==> config.mk <==
export PLATFORM = sky130hd
export DESIGN_NAME = telemetry_stubborn_sender
export DESIGN_NICKNAME = d
export VERILOG_FILES = /design/src/sv/tss_pkg.sv /design/src/sv/tss_engine.sv /design/src/sv/telemetry_stubborn_sender.sv
export VERILOG_INCLUDE_DIRS = /design/src /design/src/sv
export SDC_FILE = /design/constraint.sdc
export NUM_CORES = 1
export LEC_CHECK = 0
export ABC_AREA = 1
export ABC_CLOCK_PERIOD_IN_PS = 10350
export BUFFER_PORTS_ARGS = -buffer_cell sky130_fd_sc_hd__buf_2
export CORE_ASPECT_RATIO = 0.7
export CORE_MARGIN = 10
export CORE_UTILIZATION = 45
export CTS_BUF_LIST = sky130_fd_sc_hd__clkbuf_4 sky130_fd_sc_hd__clkbuf_8
export DETAILED_ROUTE_END_ITERATION = 10
export GPL_TIMING_DRIVEN = 0
export PLACE_DENSITY = 0.71
export SETUP_SLACK_MARGIN = 0.1
export SLEW_MARGIN = 20
export SYNTH_ARGS = -nofsm -noshare
export SYNTH_HDL_FRONTEND = slang
export SYNTH_SLANG_ARGS = --single-unit
==> constraint.sdc <==
create_clock -name clk -period 10.35 [get_ports clk]
set_input_delay 0.5175 -clock clk [delete_from_list [all_inputs] [get_ports clk]]
set_output_delay 0.5175 -clock clk [all_outputs]
set_load 0.02 [all_outputs]
==> src/sv/telemetry_stubborn_sender_macros.svh <==
// Assertion macros shared by the sender RTL.
`ifndef TELEMETRY_STUBBORN_SENDER_MACROS_SVH
`define TELEMETRY_STUBBORN_SENDER_MACROS_SVH

// Same-cycle implication, checked out of reset.
`define TSS_ASSERT_NOW(lbl, ante, cons, msg) \
    lbl: assert property (@(posedge clk) disable iff (!rst_n) (ante) |-> (cons)) \
        else $error(msg);

// Next-cycle implication, checked out of reset.
`define TSS_ASSERT_NEXT(lbl, ante, cons, msg) \
    lbl: assert property (@(posedge clk) disable iff (!rst_n) (ante) |=> (cons)) \
        else $error(msg);

`endif

==> src/sv/tss_pkg.sv <==
// Types and constants for the telemetry stubborn sender.
`timescale 1ns / 1ps
`default_nettype none

package tss_pkg;

    typedef enum logic [2:0] {
        PH_IDLE        = 3'd0,
        PH_SEND        = 3'd1,
        PH_WAIT        = 3'd2,
        PH_RESYNC      = 3'd3,
        PH_RESYNC_SEND = 3'd4
    } phase_t;

    localparam logic [1:0] FUNC_START   = 2'd0;
    localparam logic [1:0] FUNC_CONFIRM = 2'd1;
    localparam logic [1:0] FUNC_QUERY   = 2'd2;

    localparam logic [15:0] MAX_WAIT_RESET = 16'd80;
    localparam logic [15:0] MISS_SAT       = 16'hFFFF;

    typedef struct packed {
        logic [1:0] func;
        logic [7:0] msg_length;
        logic [7:0] chunk_bytes;
        logic       confirm_bit;
    } item_t;

    typedef struct packed {
        logic       accepted;
        logic [3:0] pkg_index;
        logic [7:0] byte_count;
        logic [7:0] byte_offset;
        logic       busy_res;
        phase_t     phase;
    } result_t;

endpackage

`default_nettype wire

==> src/sv/tss_engine.sv <==
// Sender state registers, per-beat state update and descriptor logic.
`timescale 1ns / 1ps
`default_nettype none

`include "telemetry_stubborn_sender_macros.svh"

module tss_engine
    import tss_pkg::*;
#(
    parameter int unsigned MAX_PACKAGES = 15
) (
    input  wire logic        clk,
    input  wire logic        rst_n,
    input  wire logic        step,
    input  wire item_t       item,
    input  wire logic [15:0] max_wait,
    output result_t          result
);

    localparam int MP_W   = $clog2(MAX_PACKAGES + 1);
    localparam int PROD_W = 8 + MP_W;

    phase_t      phase_reg,    phase_next;
    logic [7:0]  length_reg,   length_next;
    logic [7:0]  chunk_reg,    chunk_next;
    logic [8:0]  offset_reg,   offset_next;
    logic [3:0]  package_reg,  package_next;
    logic        expect_reg,   expect_next;
    logic [15:0] miss_reg,     miss_next;

    logic [PROD_W-1:0] limit_bytes;
    logic              start_ok;
    logic [15:0]       miss_inc;
    logic              miss_over;
    logic [9:0]        end_sum;

    always_ff @(posedge clk or negedge rst_n) begin
        if (!rst_n)
        begin
            phase_reg   <= PH_IDLE;
            length_reg  <= '0;
            chunk_reg   <= 8'd1;
            offset_reg  <= '0;
            package_reg <= '0;
            expect_reg  <= 1'b1;
            miss_reg    <= '0;
        end
        else if (step)
        begin
            phase_reg   <= phase_next;
            length_reg  <= length_next;
            chunk_reg   <= chunk_next;
            offset_reg  <= offset_next;
            package_reg <= package_next;
            expect_reg  <= expect_next;
            miss_reg    <= miss_next;
        end
    end

    // len / chunk < MAX  <=>  len < MAX * chunk, for chunk != 0
    assign limit_bytes = PROD_W'(item.chunk_bytes) * PROD_W'(MAX_PACKAGES);
    assign start_ok    = (item.chunk_bytes != 8'd0) && (PROD_W'(item.msg_length) < limit_bytes);
    assign miss_inc    = (miss_reg == MISS_SAT) ? miss_reg : miss_reg + 16'd1;
    assign miss_over   = miss_inc > max_wait;

    always_comb begin
        phase_next   = phase_reg;
        length_next  = length_reg;
        chunk_next   = chunk_reg;
        offset_next  = offset_reg;
        package_next = package_reg;
        expect_next  = expect_reg;
        miss_next    = miss_reg;

        if (item.func == FUNC_START)
        begin
            if (start_ok)
            begin
                length_next  = item.msg_length;
                chunk_next   = item.chunk_bytes;
                offset_next  = '0;
                package_next = 4'd1;
                miss_next    = '0;
                phase_next   = (phase_reg == PH_IDLE) ? PH_SEND : PH_RESYNC_SEND;
            end
        end
        else if (item.func == FUNC_CONFIRM)
        begin
            unique case (phase_reg)
                PH_SEND:
                begin
                    if (item.confirm_bit != expect_reg)
                    begin
                        miss_next = miss_inc;
                        if (miss_over)
                        begin
                            expect_next = ~item.confirm_bit;
                            phase_next  = PH_RESYNC;
                        end
                    end
                    else
                    begin
                        offset_next  = offset_reg + {1'b0, chunk_reg};
                        package_next = package_reg + 4'd1;
                        expect_next  = ~expect_reg;
                        miss_next    = '0;
                        if (offset_next >= {1'b0, length_reg})
                            phase_next = PH_WAIT;
                    end
                end
                PH_WAIT, PH_RESYNC, PH_RESYNC_SEND:
                begin
                    if (item.confirm_bit == expect_reg)
                    begin
                        phase_next  = (phase_reg == PH_RESYNC_SEND) ? PH_SEND : PH_IDLE;
                        expect_next = ~item.confirm_bit;
                    end
                    else if (phase_reg == PH_WAIT)
                    begin
                        miss_next = miss_inc;
                        if (miss_over)
                        begin
                            expect_next = ~item.confirm_bit;
                            phase_next  = PH_RESYNC;
                        end
                    end
                end
                default: ;
            endcase
        end
    end

    // Descriptor after the beat has been applied
    assign end_sum = {1'b0, offset_next} + {2'b00, chunk_next};

    always_comb begin
        result           = '0;
        result.accepted  = (item.func == FUNC_START) && start_ok;
        result.busy_res  = (phase_next != PH_IDLE);
        result.phase     = phase_next;
        if (phase_next == PH_RESYNC || phase_next == PH_RESYNC_SEND)
        begin
            result.pkg_index = 4'(MAX_PACKAGES);
        end
        else if (phase_next == PH_SEND)
        begin
            result.pkg_index   = package_next;
            result.byte_offset = offset_next[7:0];
            if (chunk_next > 8'd1)
            begin
                if (end_sum <= {2'b00, length_next})
                    result.byte_count = chunk_next;
                else if ({1'b0, length_next} >= offset_next)
                    result.byte_count = 8'({1'b0, length_next} - offset_next);
                else
                    result.byte_count = 8'd0;
            end
            else
            begin
                result.byte_count = 8'd1;
            end
        end
    end

    `TSS_ASSERT_NOW(a_accept_is_start, result.accepted, item.func == FUNC_START, "accept without start")
    `TSS_ASSERT_NEXT(a_accept_goes_send, step && result.accepted,
        phase_reg == PH_SEND || phase_reg == PH_RESYNC_SEND, "start taken but not sending")
    `TSS_ASSERT_NEXT(a_hold_no_step, !step,
        $stable(phase_reg) && $stable(offset_reg) && $stable(miss_reg), "state moved without beat")
    `TSS_ASSERT_NEXT(a_miss_saturates, step && miss_reg == MISS_SAT,
        miss_reg == MISS_SAT || miss_reg == 16'd0, "miss count wrapped")

endmodule

`default_nettype wire

==> src/sv/telemetry_stubborn_sender.sv <==
// Top level of the telemetry stubborn sender: handshake stages and config register.
`timescale 1ns / 1ps
`default_nettype none

// Stubborn sender descriptor engine. Each input beat is a start (length and
// chunk size), a confirm toggle from the partner, or a query; each returns one
// result beat with the package index, byte count and offset to send next plus
// the sender phase. Starts whose length is MAX_PACKAGES times the chunk size
// or more, or with chunk size zero, are refused. Payload bytes are held outside.
// Timing: one beat per clock while out_ready stays high; a beat is registered
// in the input register and its result in the output register when it advances,
// on the same edge as the state update. Both stages pass on when the stage
// ahead is empty or being drained; while a result waits on out_ready the input
// register takes one more beat, then in_ready drops until the result goes.
// max_wait (reset 80) is written through cfg_wr_en/cfg_wr_data; the user must
// write it only while the block is idle, the block itself does not enforce this.

`include "telemetry_stubborn_sender_macros.svh"

module telemetry_stubborn_sender
    import tss_pkg::*;
#(
    parameter int unsigned MAX_PACKAGES = 15
) (
    input  wire logic        clk,
    input  wire logic        rst_n,
    // input channel
    input  wire logic        in_valid,
    output logic             in_ready,
    input  wire logic [1:0]  func,
    input  wire logic [7:0]  msg_length,
    input  wire logic [7:0]  chunk_bytes,
    input  wire logic        confirm_bit,
    // result channel
    output logic             out_valid,
    input  wire logic        out_ready,
    output logic             accepted,
    output logic [3:0]       pkg_index,
    output logic [7:0]       byte_count,
    output logic [7:0]       byte_offset,
    output logic             busy_res,
    output logic [2:0]       phase,
    // config
    input  wire logic        cfg_wr_en,
    input  wire logic [15:0] cfg_wr_data
);

    logic        in_valid_reg;
    item_t       item_reg;
    logic        out_valid_reg;
    result_t     result_reg;
    logic [15:0] max_wait_reg;
    logic        advance;
    result_t     result_next;

    // Input beat moves to the result stage when that stage is free or draining
    assign advance  = in_valid_reg && (!out_valid_reg || out_ready);
    assign in_ready = !in_valid_reg || advance;

    always_ff @(posedge clk or negedge rst_n) begin
        if (!rst_n)
        begin
            in_valid_reg  <= 1'b0;
            out_valid_reg <= 1'b0;
            max_wait_reg  <= MAX_WAIT_RESET;
        end
        else
        begin
            if (in_ready)
                in_valid_reg <= in_valid;
            if (advance)
                out_valid_reg <= 1'b1;
            else if (out_ready)
                out_valid_reg <= 1'b0;
            if (cfg_wr_en)
                max_wait_reg <= cfg_wr_data;
        end
    end

    // Payload registers, no reset needed
    always_ff @(posedge clk) begin
        if (in_ready && in_valid)
            item_reg <= '{func: func, msg_length: msg_length,
                          chunk_bytes: chunk_bytes, confirm_bit: confirm_bit};
        if (advance)
            result_reg <= result_next;
    end

    tss_engine #(
        .MAX_PACKAGES(MAX_PACKAGES)
    ) u_engine (
        .clk      (clk),
        .rst_n    (rst_n),
        .step     (advance),
        .item     (item_reg),
        .max_wait (max_wait_reg),
        .result   (result_next)
    );

    assign out_valid   = out_valid_reg;
    assign accepted    = result_reg.accepted;
    assign pkg_index   = result_reg.pkg_index;
    assign byte_count  = result_reg.byte_count;
    assign byte_offset = result_reg.byte_offset;
    assign busy_res    = result_reg.busy_res;
    assign phase       = result_reg.phase;

    `TSS_ASSERT_NEXT(a_held_beat_kept, in_valid_reg && !advance, in_valid_reg, "held beat dropped")
    `TSS_ASSERT_NEXT(a_advance_fills_out, advance, out_valid_reg, "result beat lost")
    `TSS_ASSERT_NOW(a_stall_blocks_in, in_valid_reg && out_valid_reg && !out_ready, !in_ready,
        "input taken while both stages full")

endmodule

`default_nettype wire

## After elaboration in Yosys (flattened, before gate mapping)

Index checks and enable logic that the tools add are counted.

- Input bits: 40
- Register bits after elaboration: 111

- Multiplexer cells: 44
- Bitwise gates (word level): 5
- Order comparisons: 6
- $add $sub $neg: 5
- Reduce and logical (&&, ||, !) cells: 22
- Multipliers: 1
- Equal/unequal tests: 15

Operator list:

| cell | count |
|---|---|
| $mux W16 | 7 |
| $mux W8 | 7 |
| $mux W9 | 5 |
| $pmux W16 S2 | 1 |
| $mux W3 | 9 |
| $mux W20 | 1 |
| $mux W4 | 5 |
| $add A16 B1 Y16 const B | 1 |
| $eq A16 B16 Y1 const B | 1 |
| $gt A16 B16 Y1 | 1 |
| $lt A8 B12 Y1 | 1 |
| $mul A8 B4 Y12 const B | 1 |
| $add A9 B8 Y10 | 1 |
| $le A10 B8 Y1 | 1 |
| $add A9 B8 Y9 | 1 |
| $eq A3 B2 Y1 const B | 3 |
| $ge A8 B9 Y1 | 1 |
| $ge A9 B8 Y1 | 1 |
| $gt A8 B1 Y1 const B | 1 |
| $reduce_bool A8 Y1 | 1 |
| $sub A8 B8 Y8 | 1 |
| $mux W1 | 7 |
| $eq A3 B1 Y1 const B | 2 |
| $eq A3 B3 Y1 const B | 2 |
| other kinds (21) | 36 |

## Logic depth before layout (Yosys ltp)

Gate-level depths: netlist of run 1.

- Word-level depth: 12
- Gate-level depth with buffers: 41
- Gate-level depth less buffers: 39

## Hierarchy

Synthesis of run 1 repeated with hierarchy kept, for this count alone.

- Cell total of the unflattened synthesis: 1049
- Area total of the unflattened synthesis: 8366.8 sq um

By module, submodules not included:

| module | instances | area each (sq um) | sequential area each (sq um) | cells each |
|---|---|---|---|---|
| tss_engine | 1 | 6303.5 | 1228.7 | 926 |
| telemetry_stubborn_sender | 1 | 2063.2 | 1774.2 | 123 |

## Worst setup path after synthesis of run 1

OpenSTA, ideal clock, no wires.

- Path type: register to register
- Start: register item_reg[4] (netlist name)
- End: register result_reg, in the netlist byte_count[0] (data pin)
- Path slack: 3.733 ns
- Required time: 10.093 ns
- Cell stages (with the launch flop): 39
- Buffers on the path: 2
- Data arrival time: 6.361 ns
- Library setup time: 0.257 ns
- Path through: edfxtp_1 inv_1 fa_1 fa_1 inv_1 ha_1 nand2_1 nand3_2 a21oi_1 xor2_1 ha_1 nand2_1 inv_1 nand2_1 nand2_1 nand3_4 nand3_4 buf_6 [... 3 more ...] ha_1 inv_1 fa_1 nand3b_1 and2_1 inv_1 nand3_1 o21ai_2 xor2_1 ha_1 nand2_1 or4_1 a21oi_1 nand2_1 nor2_2 nor2_1 nor2_1 nor2_1

- Cells in the longest elaborated chain, start to end: 9
- Elaborated cells on any way between the ends: 26

RTL lines:

| what | RTL line | RTL |
|---|---|---|
| start, declared | telemetry_stubborn_sender.sv:49 | `item_t item_reg;` |
| start signal, assigned | telemetry_stubborn_sender.sv:83 | `item_reg <= '{func: func, msg_length: msg_length,` |
| $mul A8 B4 Y12 | tss_engine.sv:61 | `assign limit_bytes = PROD_W'(item.chunk_bytes) * PROD_W'(MAX_PACKAGES);` |
| $lt A8 B12 Y1 | tss_engine.sv:62 | `assign start_ok = (item.chunk_bytes != 8'd0) && (PROD_W'(item.msg_length) < limit_bytes);` |
| $logic_and A1 B1 Y1 (*) | tss_engine.sv:62 |  |
| $mux W9 (*) | tss_engine.sv:77 | `if (start_ok)` |
| $mux W9 (*) | tss_engine.sv:75 | `if (item.func == FUNC_START)` |
| named net u_engine.offset_next[0] | tss_engine.sv:26 | `logic [8:0] offset_reg, offset_next;` |
| $add A9 B8 Y10, or another cell as far along | tss_engine.sv:134 | `assign end_sum = {1'b0, offset_next} + {2'b00, chunk_next};` |
| $le A10 B8 Y1 / $mux W8 (equally long branches) | tss_engine.sv:151, tss_engine.sv:153 |  |
| $mux W8 (*) | tss_engine.sv:151 | `if (end_sum <= {2'b00, length_next})` |
| $mux W8 (*) | tss_engine.sv:149 | `if (chunk_next > 8'd1)` |
| end signal, assigned | telemetry_stubborn_sender.sv:86 | `result_reg <= result_next;` |
| end, declared | telemetry_stubborn_sender.sv:51 | `result_t result_reg;` |

The timed path passes the listed nets; every way through them passes the cells marked *.
A chain may end at the register's enable or synchronous reset.

## Worst setup path after layout of run 1

- Start: register item_reg[4] (netlist name)
- End: register result_reg, in the netlist byte_count[0] (data pin)

- Cells in the longest elaborated chain, start to end: 9
- Elaborated cells on any way between the ends: 26

RTL lines:

| what | RTL line | RTL |
|---|---|---|
| $mul A8 B4 Y12 | tss_engine.sv:61 |  |
| $lt A8 B12 Y1 | tss_engine.sv:62 |  |
| $logic_and A1 B1 Y1 (*) | tss_engine.sv:62 |  |
| $mux W8 (*) | tss_engine.sv:77 |  |
| $mux W8 (*) | tss_engine.sv:75 |  |
| named net u_engine.chunk_next[0] | tss_engine.sv:25 | `logic [7:0] chunk_reg, chunk_next;` |
| $add A9 B8 Y10 | tss_engine.sv:134 |  |
| $le A10 B8 Y1 | tss_engine.sv:151 |  |
| $mux W8 | tss_engine.sv:151 |  |
| $mux W8 (*) | tss_engine.sv:149 |  |

Marks and branches as above.

==> results of run 1 <==
worst paths after layout:
check | start | to | depth (start not counted)
setup / recovery | item_reg[4] | byte_count[0] | 34
hold / removal | rst_n | u_engine.chunk_reg[6] | 1
setup reg to reg | item_reg[4] | byte_count[0] | 34
hold reg to reg | u_engine.length_reg[4] | u_engine.length_reg[4] | 2
max in group asynchronous | rst_n | u_engine.package_reg[3] | 2
min in group clk | chunk_bytes[3] | item_reg[4] | 1
per-layer routing:
| layer | global-route usage [%] | wire (um) | vias to the layer above |
|---|---|---|---|
| li1 | - | - | 3524 |
| met1 | 25.2 | 10400 | 3233 |
| met2 | 24.7 | 8490 | 203 |
| met3 | 4.19 | 1360 | 19 |
| met4 | 4.82 | 244 | 0 |
| met5 | 0 | 0 | - |
per-stage QoR:
stage | utilization (%) | instance area (sq um) | std cells | hold slack (ns)
2_1_floorplan | - | 8240 | 1028 | 0.222
5_1_grt | 50.5 | 9100 | 1349 | 0.0535
3_5_place_dp | 49.5 | 8910 | 1332 | 0.480
4_1_cts | 50.5 | 9090 | 1348 | 0.0219
3_3_place_gp | 49.2 | 8860 | 1330 | 0.472
6_report | 50.5 | 9100 | 1349 | 0.0369
cells in the final DEF (no fill, tap or decap), drive strengths merged:
cell type / synthesis / routed
clkinv: 0 / 1
buf: 7 / 76
nand3b: 3 / 3
o21ai: 101 / 101
xnor2: 8 / 8
or4: 1 / 1
dfrtp: 63 / 63
o211ai: 5 / 5
inv: 175 / 177
a21boi: 3 / 3
a21oi: 47 / 47
a31oi: 4 / 4
clkbuf: 15 / 27
o21a: 4 / 4
o21bai: 2 / 2
nand3: 60 / 60
and2: 1 / 1
o2111ai: 1 / 1
nand4: 19 / 19
a21o: 1 / 1
mux2i: 1 / 1
a211oi: 1 / 1
o221ai: 1 / 1
xor2: 17 / 17
nand2: 257 / 257
nor3: 16 / 16
clkinvlp: 0 / 1
a32oi: 1 / 1
ha: 83 / 83
fa: 16 / 16
dfstp: 4 / 4
nor4: 2 / 2
or2: 10 / 10
nor2: 54 / 54
mux2: 1 / 1
edfxtp: 44 / 44
power by group:
part	switching (mW)	internal, mW
Clock	0.154	0.100
Combinational	0.904	0.508
Sequential	0.0958	0.589
Total	1.15	1.20
area by class of cell:
cell class	count	area, sq um	share of cell area, %
Buffer	22	110	1.21
Sequential cell	111	3000	33.0
Clock inverter	4	27.5	0.302
Clock buffer	12	153	1.68
Inverter	175	657	7.22
Timing Repair Buffer	69	388	4.26
Tap cell	236	295	3.24
Multi-Input combinational cell	720	4470	49.1
cell families (layout without fill, tap and decap cells):
| logic type | Yosys count | after routing | synth area share, % |
|---|---|---|---|
| buf+inv | 197 | 282 | 9.30 |
| xor+xnor | 25 | 25 | 2.66 |
| fa+ha+maj | 99 | 99 | 16.5 |
| flops | 111 | 111 | 36.5 |
| simple gates | 423 | 423 | 23.5 |
| mux | 2 | 2 | 0.258 |
| compound gates | 171 | 171 | 11.3 |
==> impl_results.md, run 1 <==
- Die ar.: 24200 sq um
- CP Launch Type: flop
- Routed len/inst: 15.2 um
- All-layer global routing usage: 17.3%
- Fin crit period: 7.97 ns
- Top-count cell post-synth: nand2_1
- Layout Skew: 0.0170 ns
- Filler cell count: 1726
- Syn avg cell area: 8.01 sq um
- Floorplan Core Area: 18000 sq um
- Synthesized area: 8240 sq um
- CTS buffer count: 9
- Sequential share of the synthesized area: 36.5%
- Top FF cell, synth: dfrtp_1
- Htree depth: 3
- Fmax: 0.125 GHz
- Total Wirelength: 20500 um
- Nets: 1247
- Fin crit share: 77.0%
- Netlist cell types: 50
- Vias: 6979
- Unrepaired setup endpoints after global routing: no
- Total power: 2.35 mW
- Reg-to-reg slack, setup: 2.38 ns
- Max cap viols: 0
- Setup TNS: 0 ns
- Hpwl dp: 16500 um
- Worst Path Buf+Inv: 5
- Max Buffers Root-to-Sink: 2
- Synth warn: 0
- EDFF count, synth: 44
- Post-synth top area share: 19.1%
- Routed Antenna Nets: 0
- Cts repair resizes: 0
- Max FFs per register: 19
- Slowest-stage cell, CP: o21ai_0
- Share of layout cells above drive strength 1: 14.2%
- Crit path largest cell delay: 0.74 ns
- Leakage: 4.63 nW
- Worst setup path category: reg -> reg
- Final Hold Fails: 0
- # diodes: 0
- CP required: 10.52 ns
- First-pass DRT Iterations: 5
- DIE WIDTH: 182 um
- Tightest Pin Transition: 0.939 ns
- CP delay by family, top: adder cells
- Slew Viols, Final: 0
- CTS Hold Bufs: 0
- Std-Cell Rows: 41
- Number of synthesized register bits: 111
- Async S/R FF share, synth: 60.4%
- Critical path fanouts, max: 10
- Num ports: 67
- Initial core utilization: 45.7%
- CP arrival: 8.14 ns
- Pre-CTS setup slack: 2.43 ns
- PortBufs: 66
- First-pass GRT wire length: 34000 um
- CTS tree: done
- Commonest cells post-synth: 240 x nand2_1, 165 x inv_1, 92 x o21ai_0
- Vias in the first global route: 6569
- Largest cells by area after synthesis: dfrtp_1 19%, edfxtp_1 16%, ha_1 13%, nand2_1 11%, inv_1 7.5%
- Maximum VDD drop: 91.6 uV
- Largest net degree at the start of global routing: 39
- Via density: 5.17
- Drc violations: 0
- Post-CTS Repair Setup Buffers: 0
- Post-synth top area cell: dfrtp_1
- Clock sinks: 111
- Die Height: 133 um
- Initial antenna violation count: 0
- Relative slew margins: 36.8%
- Hold Path Class: in -> async
- Final WS setup: 2.38 ns
- Clk_lat worst skew: 0.41 ns
- Grt total ovfl: 0
- Placer Congestion: 0.949
- DR iter-0 viols: 570
- Final setup violation count: 0
- Reg clk slew, reported paths: 0.11 ns
- Cell count after synthesis: 1028
- P&R area growth vs syn: 10.5%
- Mapped Nets: 1167
- Power Density: 258 nW/um^2
- Root buf cell: clkbuf_8
- Outcome: complete, no violations
- Crit path capture type: flop
Power figures use the tool's default switching activity.
==> inputs of run 2 (changes only) <==
Settings changed: ABC_CLOCK_PERIOD_IN_PS 10350 to 8150.
Clock period 10.35 ns to 8.15 ns, I/O delays scaled along.
==> impl_results.md, run 2 (synthesis results as in run 1) <==
- Critical path fanouts, max: 10
- Tightest Pin Transition: 0.763 ns
- Die Height: 133 um
- Clk_lat worst skew: 0.41 ns
- Hold_ws: 0.173 ns
- CP arrival: 7.71 ns
- Num ports: 67
- Reg clk slew, reported paths: 0.10 ns
- Total Wirelength: 20500 um
- Final setup violation count: 0
- Slowest-stage cell, CP: fa_1
- Routed Antenna Nets: 0
- Power Density: 328 nW/um^2
- Layout Skew: 0.0171 ns
- CP Launch Type: flop
- Share of layout cells above drive strength 1: 14.6%
- Placed cells: 1332
- All-layer global routing usage: 17.3%
- Relative slew margins: 49.1%
- CP most frequent cell: nand2_1
- Root buf cell: clkbuf_8
- P&R area growth vs syn: 10.8%
- Largest net degree at the start of global routing: 39
- Worst Path Buf+Inv: 8
- Setup TNS: 0 ns
- Vias in the first global route: 6575
- Fmax: 0.133 GHz
- Die ar.: 24200 sq um
- CTS tree: done
- Filler cell count: 1723
- Crit path capture type: flop
- Nets: 1248
- CP required: 8.32 ns
- CP delay by family, top: adder cells
- Max cap viols: 0
- Initial core utilization: 45.7%
- Clock sinks: 111
- CTS buffer count: 9
- DR iter-0 viols: 529
- # diodes: 0
- Pre-CTS setup slack: 0.230 ns
- Most common cell after layout, fill and taps aside: nand2_1
- DIE WIDTH: 182 um
- Placer Congestion: 0.949
- Crit path largest cell delay: 0.55 ns
- Hpwl dp: 16500 um
- Most frequent cells in the layout: 240 x nand2_1, 163 x inv_1, 91 x o21ai_0
- Post-CTS Repair Setup Buffers: 0
- Maximum VDD drop: 116 uV
- Std-Cell Rows: 41
- First-pass GRT wire length: 34100 um
- Fin crit period: 7.54 ns
- Fin crit share: 92.5%
- Cell Count, Final, Fillers Out: 1350
- Worst setup path category: reg -> reg
- Leakage: 4.64 nW
- Slew Viols, Final: 0
- Final Hold Fails: 0
- First-pass DRT Iterations: 5
- Final WS setup: 0.612 ns
- Grt total ovfl: 0
- Routed len/inst: 15.2 um
- PortBufs: 66
- Via density: 5.16
- Max Buffers Root-to-Sink: 2
- Total power: 2.99 mW
- Initial antenna violation count: 0
- Vias: 6960
- Htree depth: 3
- Hold Path Class: in -> reg
- Drc violations: 0
- Floorplan Core Area: 18000 sq um
- Outcome: complete, no violations
- Max FFs per register: 19
- Unrepaired setup endpoints after global routing: no
[run 2: cell count changes in the layout (fill, tap and decap cells not counted), sizes merged]
cell         before  now
buf              76   77
dlygate4sd3       0    1
clkinvlp          1    2
clkbuf           27   26
inv             177  176
[run 2: cell type report]
cell class	count	area [sq um]	area share, %
Clock inverter	4	27.5	0.302
Timing Repair Buffer	70	398	4.36
Tap cell	236	295	3.24
Clock buffer	12	153	1.67
Inverter	175	661	7.24
Sequential cell	111	3000	32.9
Buffer	22	111	1.22
Multi-Input combinational cell	720	4470	49.0
[run 2: repair_timing]
| action | in CTS | in global routing |
|---|---|---|
| resized for setup | 0 | 8 |
| endpoints found under the setup margin | 0 | 8 |
| hold buffers | 1 | 0 |
| hold endpoints to repair | 25 | 0 |
[run 2: path summary, 6_finish.rpt]
| check | startpoint | end | slack, ns | depth (start not counted) |
|---|---|---|---|---|
| max | item_reg[3] | byte_count[0] | 0.61 | 38 |
| min | chunk_bytes[3] | item_reg[4] | 0.17 | 1 |
| max reg2reg | item_reg[3] | byte_count[0] | 0.61 | 38 |
| min reg2reg | u_engine.length_reg[4] | u_engine.length_reg[4] | 0.50 | 2 |
| max in group asynchronous | rst_n | u_engine.package_reg[3] | 7.12 | 3 |
| min in group asynchronous | rst_n | u_engine.chunk_reg[6] | 0.47 | 2 |
[run 2: power by group]
part	switching (mW)	internal, mW	leakage (nW)
Clock	0.198	0.128	0.0942
Combinational	1.15	0.649	3.26
Sequential	0.121	0.748	1.28
[run 2: metrics by stage]
| step | instance area (sq um) | utilization [%] |
|---|---|---|
| final | 9120 | 50.7 |
| after global routing | 9120 | 50.7 |
| after CTS | 9100 | 50.6 |
| after detailed placement | 8910 | 49.5 |
| after global placement | 8860 | 49.2 |
| after floorplan | 8240 | - |
[run 2: layer usage]
| layer | share of wire (%) | routed length [um] | global-route usage [%] |
|---|---|---|---|
| met1 | 50 | 10300 | 25.2 |
| met2 | 42 | 8530 | 24.7 |
| met3 | 7.2 | 1470 | 4.19 |
| met4 | 1.3 | 266 | 4.82 |
| met5 | 0 | 0 | 0 |
